==> src/hw/rtl/triangle_face_normal_macros.svh <==
// assertion macros shared by the triangle face normal rtl
`ifndef TRIANGLE_FACE_NORMAL_MACROS_SVH
`define TRIANGLE_FACE_NORMAL_MACROS_SVH

// same-cycle implication, checked outside reset
`define TFN_ASSERT_NOW(label, clk, rst_n, ante, cons) \
    label: assert property (@(posedge clk) disable iff (!rst_n) (ante) |-> (cons)) \
        else $error("triangle_face_normal check failed");

// next-cycle implication, checked outside reset
`define TFN_ASSERT_NEXT(label, clk, rst_n, ante, cons) \
    label: assert property (@(posedge clk) disable iff (!rst_n) (ante) |=> (cons)) \
        else $error("triangle_face_normal check failed");

`endif

==> src/hw/rtl/tfn_pkg.sv <==
// shared constants and control types for the triangle face normal pipeline
`timescale 1ns / 1ps
package tfn_pkg;
    localparam int COORD_BITS_DEF       = 24;
    localparam int NORMAL_FRAC_BITS_DEF = 14;

    typedef struct packed {
        logic       valid;
        logic       degen;
        logic [2:0] neg;
    } t_ctl;
endpackage

==> src/hw/rtl/tfn_unit_step.sv <==
// one result bit of the unit-length scaling for all three components
`timescale 1ns / 1ps
module tfn_unit_step #(
    parameter int COORD_BITS       = tfn_pkg::COORD_BITS_DEF,
    parameter int NORMAL_FRAC_BITS = tfn_pkg::NORMAL_FRAC_BITS_DEF,
    parameter int BIT              = 0
) (
    input  logic                                      i_clk,
    input  logic                                      i_rst_n,
    input  logic                                      i_en,
    input  tfn_pkg::t_ctl                             i_ctl,
    input  logic [4*COORD_BITS+3:0]                   i_s,
    input  logic [4*COORD_BITS+2*NORMAL_FRAC_BITS+7:0] i_r [3],
    input  logic [4*COORD_BITS+2*NORMAL_FRAC_BITS+7:0] i_t [3],
    input  logic [NORMAL_FRAC_BITS:0]                 i_q [3],
    output tfn_pkg::t_ctl                             o_ctl,
    output logic [4*COORD_BITS+3:0]                   o_s,
    output logic [4*COORD_BITS+2*NORMAL_FRAC_BITS+7:0] o_r [3],
    output logic [4*COORD_BITS+2*NORMAL_FRAC_BITS+7:0] o_t [3],
    output logic [NORMAL_FRAC_BITS:0]                 o_q [3]
);
    localparam int SW = 4 * COORD_BITS + 4;
    localparam int AW = SW + 2 * NORMAL_FRAC_BITS + 4;
    localparam int QW = NORMAL_FRAC_BITS + 1;

    logic [AW-1:0] w_sb;
    logic [AW-1:0] w_d [3];
    logic [2:0]    w_take;
    logic [AW-1:0] n_r [3];
    logic [AW-1:0] n_t [3];
    logic [QW-1:0] n_q [3];

    logic [AW-1:0] r_r [3];
    logic [AW-1:0] r_t [3];
    logic [QW-1:0] r_q [3];
    logic [SW-1:0] r_s;
    tfn_pkg::t_ctl r_ctl;

    // remainder r = m^2 2^2F - q^2 s, running t = q s
    always_comb begin
        w_sb = {{(AW-SW){1'b0}}, i_s} << BIT;
        for (int i = 0; i < 3; i++) begin
            w_d[i]    = ((i_t[i] << 1) + w_sb) << BIT;
            w_take[i] = w_d[i] <= i_r[i];
            n_r[i]    = w_take[i] ? i_r[i] - w_d[i] : i_r[i];
            n_t[i]    = w_take[i] ? i_t[i] + w_sb : i_t[i];
            n_q[i]    = i_q[i] | (QW'(w_take[i]) << BIT);
        end
    end

    always_ff @(posedge i_clk) begin
        if (!i_rst_n) begin
            r_ctl.valid <= 1'b0;
        end else if (i_en) begin
            r_ctl.valid <= i_ctl.valid;
        end
    end

    always_ff @(posedge i_clk) begin
        if (i_en) begin
            r_ctl.degen <= i_ctl.degen;
            r_ctl.neg   <= i_ctl.neg;
            r_s         <= i_s;
            r_r         <= n_r;
            r_t         <= n_t;
            r_q         <= n_q;
        end
    end

    assign o_ctl = r_ctl;
    assign o_s   = r_s;
    assign o_r   = r_r;
    assign o_t   = r_t;
    assign o_q   = r_q;
endmodule

==> config.mk <==
export PLATFORM = sky130hd
export DESIGN_NAME = tfn_unit_step
export DESIGN_NICKNAME = d
export VERILOG_FILES = /design/src/hw/rtl/triangle_face_normal_macros.svh /design/src/hw/rtl/tfn_pkg.sv /design/src/hw/rtl/tfn_unit_step.sv
export SDC_FILE = /design/constraint.sdc
export NUM_CORES = 2
export LEC_CHECK = 0
export BUFFER_PORTS_ARGS = -buffer_cell sky130_fd_sc_hd__buf_2
export CAP_MARGIN = 0
export CORE_AREA = 2 2 726 728
export DETAILED_ROUTE_END_ITERATION = 12
export DIE_AREA = 0 0 728 730
export PLACE_DENSITY = 0.46
export SYNTH_ARGS = -nofsm -noshare
export SYNTH_HDL_FRONTEND = slang
export SYNTH_SLANG_ARGS = --single-unit
==> constraint.sdc <==
create_clock -name i_clk -period 11.1 [get_ports i_clk]
set_clock_uncertainty 0.05 [all_clocks]
set_input_delay 2.22 -clock i_clk [delete_from_list [all_inputs] [get_ports i_clk]]
set_output_delay 2.22 -clock i_clk [all_outputs]
set_load 0.1 [all_outputs]
==> metrics.yaml <==
pre_cts_ws_ns: -1.15
syn_nets: 14700
timing.final.setup_violations: 0
yosysWarnings: 0
grt_start_max_net_pins: 146
clock-root-buffer: "clkbuf_16"
intPower_uw: 10800
initial_cell_density_of_the_core_pct: 19.4
clock_tree.htree_level_count: 4
worstSkewPairLatency_ns: 0.87
synthesis.instances: 12700
routability_congestion: 0.996
vias: 112000
routed_wire_length_per_instance_um: 33.3
cell_variety_after_synth: 96
synth.cell_area_mm2: 0.101
synthToLayoutAreaGrowth_pct: 24.1
worst_path_arrival_time_ns: 11.43
post-route-util_pct: 24.0
route.final.wire_length_um: 721000
drt_first_pass_iters: 6
critical_path_required_ns: 11.67
seq_area_frac_synth_pct: 27.9
cp-start-kind: "input port"
irDropWorstVdd_mv: 0.122
synth_top_flop_cell: "edfxtp_1"
detailedRoute.firstIterationViolations: 11900
switchingPower_uw: 12600
timing.hold.worst.start: "o_ctl[4]"
compound_gate_fraction_of_synth_area_pct: 27.2
synth-simple-area-share_pct: 18.3
power.share.switching_pct: 53.8
clkTransAtPathRegs_ns: 0.06
fmax_mhz: 92.1
worst_setup_path_startpoint: "i_t[0]"
drive_above_1_share_pct: 18.5
synth-async-reset-ratio_pct: 0
grt_overflow: 0
first_global_vias: 104000
rsz_0062_raised_after_global_routing: "false"
cts_inserted_buffers: 148
tritoncts: "done"
timing.final.crit_share_pct: 97.8
hold_slack_ns: 0.466
worst_setup_path_category: "input port to register"
io_pins: 1887
floorplan.die_area_mm2: 0.531
row_count: 266
timing.max_cap.violations: 0
final_area_mm2: 0.126
highest_delay_cell_along_the_critical_path: "nor4bb_1"
core_area_mm2: 0.524
synth_fa_ha_area_share_pct: 12.4
grt_first_pass_wirelength_um: 940000
grt.total_usage_pct: 25.7
leak_pwr_uw: 0.0525
proportion_of_power_drawn_by_the_clock_network_pct: 21.4
number_of_enable_flip_flop_cells_after_synthesis: 941
die-height_um: 730
final_critical_path_setup_slack_ns: 0.243
ys_ff_latch: 942
critical_path.max_fanout: 36
route.antenna.remaining_nets: 0
postCtsSetupRepairBufs: 0
synthesis.area_per_instance_um2: 7.97
antenna_found_initial: 315
number_of_pins_exceeding_their_max_slew_limit_in_the_final_report: 0
critical-path-max-stage-delay_ns: 0.75
avgViaCountPerCell: 5.15
worst-slew-pin-transition_ns: 1.36
main_combinational_cell_family_by_area_after_synthesis: "compound AO/OA/AOI/OAI gates"
post-route-drc-count: 0
final_common_cell: "buf_2"
detailedPlacementHpwl_um: 627000
final_cell_mix: "1885 x buf_2, 1590 x a21oi_1, 1463 x nand2_1"
hold_violations: 0
deepest_clock_path_buffer_count: 4
share_comb_of_total_power_pct: 57.1
result_of_the_run: "complete, no violations"
dieWidth_um: 728
worst_hold_path_type: "register to register"
finalCriticalPeriod_ns: 10.86
fillerInstances: 58200
r2r_start: "o_ctl[4]"
seq_power_share_pct: 21.5
nets_finish: 16400
relSlewSlack_pct: 7.91
synth.mux.area_fraction_pct: 0.231
power_per_cell_area_mw_per_mm2: 186
place.port_buffers: 1886
synth_xor_area_share_pct: 9.80
endpoint_kind: "register"
placedInstanceArea_mm2: 0.121
number_of_clock_sinks_seen_by_cts: 942
cell type report:
cell class,instances,area (um^2),area share (%)
multi-input cells,10700,68900,54.8
repair buffers,2343,13300,10.6
well taps,6968,8720,6.93
diodes,125,313,0.249
flip-flops and latches,942,28300,22.5
clock inverters,87,1060,0.843
inverters,363,1360,1.08
clock buffers,173,3830,3.04
critical path: cells and delay by family:
kind	cells	cell delay, ns
buf+inv	6	1.54
xor+xnor	1	0.44
compound gates	19	4.70
fa+ha+maj	3	1.35
simple gates	2	1.04
synth_stat cells (all sizes together), types with 59 or more instances:
| cell | instances | area share (%) |
|---|---|---|
| inv | 363 | 1.3 |
| nor4 | 86 | 0.53 |
| xor2 | 488 | 4.2 |
| ha | 993 | 12 |
| a21boi | 59 | 0.44 |
| buf | 111 | 0.53 |
| o21ai | 1247 | 6.2 |
| o21bai | 288 | 2.1 |
| edfxtp | 941 | 28 |
| clkbuf | 608 | 2.3 |
| o21a | 105 | 0.78 |
| nor2 | 956 | 3.5 |
| a31oi | 107 | 0.67 |
| nand4 | 474 | 2.9 |
| a21oi | 1590 | 7.9 |
| xnor2 | 646 | 5.6 |
| nand3 | 206 | 1.1 |
| a21o | 624 | 4.6 |
| nor3 | 245 | 1.2 |
| nand2 | 1464 | 5.4 |
| a211oi | 80 | 0.61 |
| o31ai | 86 | 0.66 |
| and3 | 81 | 0.50 |
| nor2b | 107 | 0.66 |
| nand2b | 88 | 0.54 |
| or3 | 68 | 0.42 |
state kept, by name, summed over array words and instances (netlist names):
signal,cells
o_r,396
o_t,396
o_s,100
o_q,45
o_ctl,5
power by group through the flow:
stage | sequential (uW) | combinational [uW] | clock (uW)
floorplan | 8520 | 5220 | 0
global route | 5050 | 14100 | 5250
CTS | 5040 | 13300 | 5150
finish | 5030 | 13400 | 5010
global placement | 5120 | 13300 | 0
detailed placement | 5090 | 13200 | 0
kinds of logic (layout without fill, tap and decap cells):
kind of cell,count (synthesis),count (layout)
compound gates,4553,4553
xor+xnor,1134,1134
fa+ha+maj,1002,1002
buf+inv,1082,2966
flops,942,942
mux,21,21
other cells,0,125
simple gates,3975,3975
path summary, 6_finish.rpt:
kind | cells past startpoint | end | slack [ns]
max | 31 | o_t[77] | 0.24
min | 2 | o_ctl[4] | 0.47
max reg2reg | 2 | o_ctl[4] | 10.46
min reg2reg | 2 | o_ctl[4] | 0.47
stage by stage:
| step | total power (uW) | TNS, ns | std cells |
|---|---|---|---|
| after global placement | 18400 | -72.24 | 21300 |
| final | 23400 | 0 | 21700 |
| after global routing | 24400 | 0 | 21600 |
| after detailed placement | 18300 | -72.00 | 21300 |
| after floorplan | 13700 | 0 | 12700 |
| after CTS | 23500 | 0 | 21600 |
per-layer routing:
layer,part of all wire [%],wire length (um),vias up,global-route usage [%]
met1,42,303000,54600,33.2
met2,43,313000,5111,39.5
li1,-,-,50800,-
met3,8.7,62500,1120,6.71
met4,5.9,42200,110,12.9
met5,0.097,703,-,0
timing repair:
item,4_1_cts,5_1_grt
hold buffers,0,0
resized for setup,1,6
setup endpoints to repair,3,40
(Power assumes the default switching activity.)
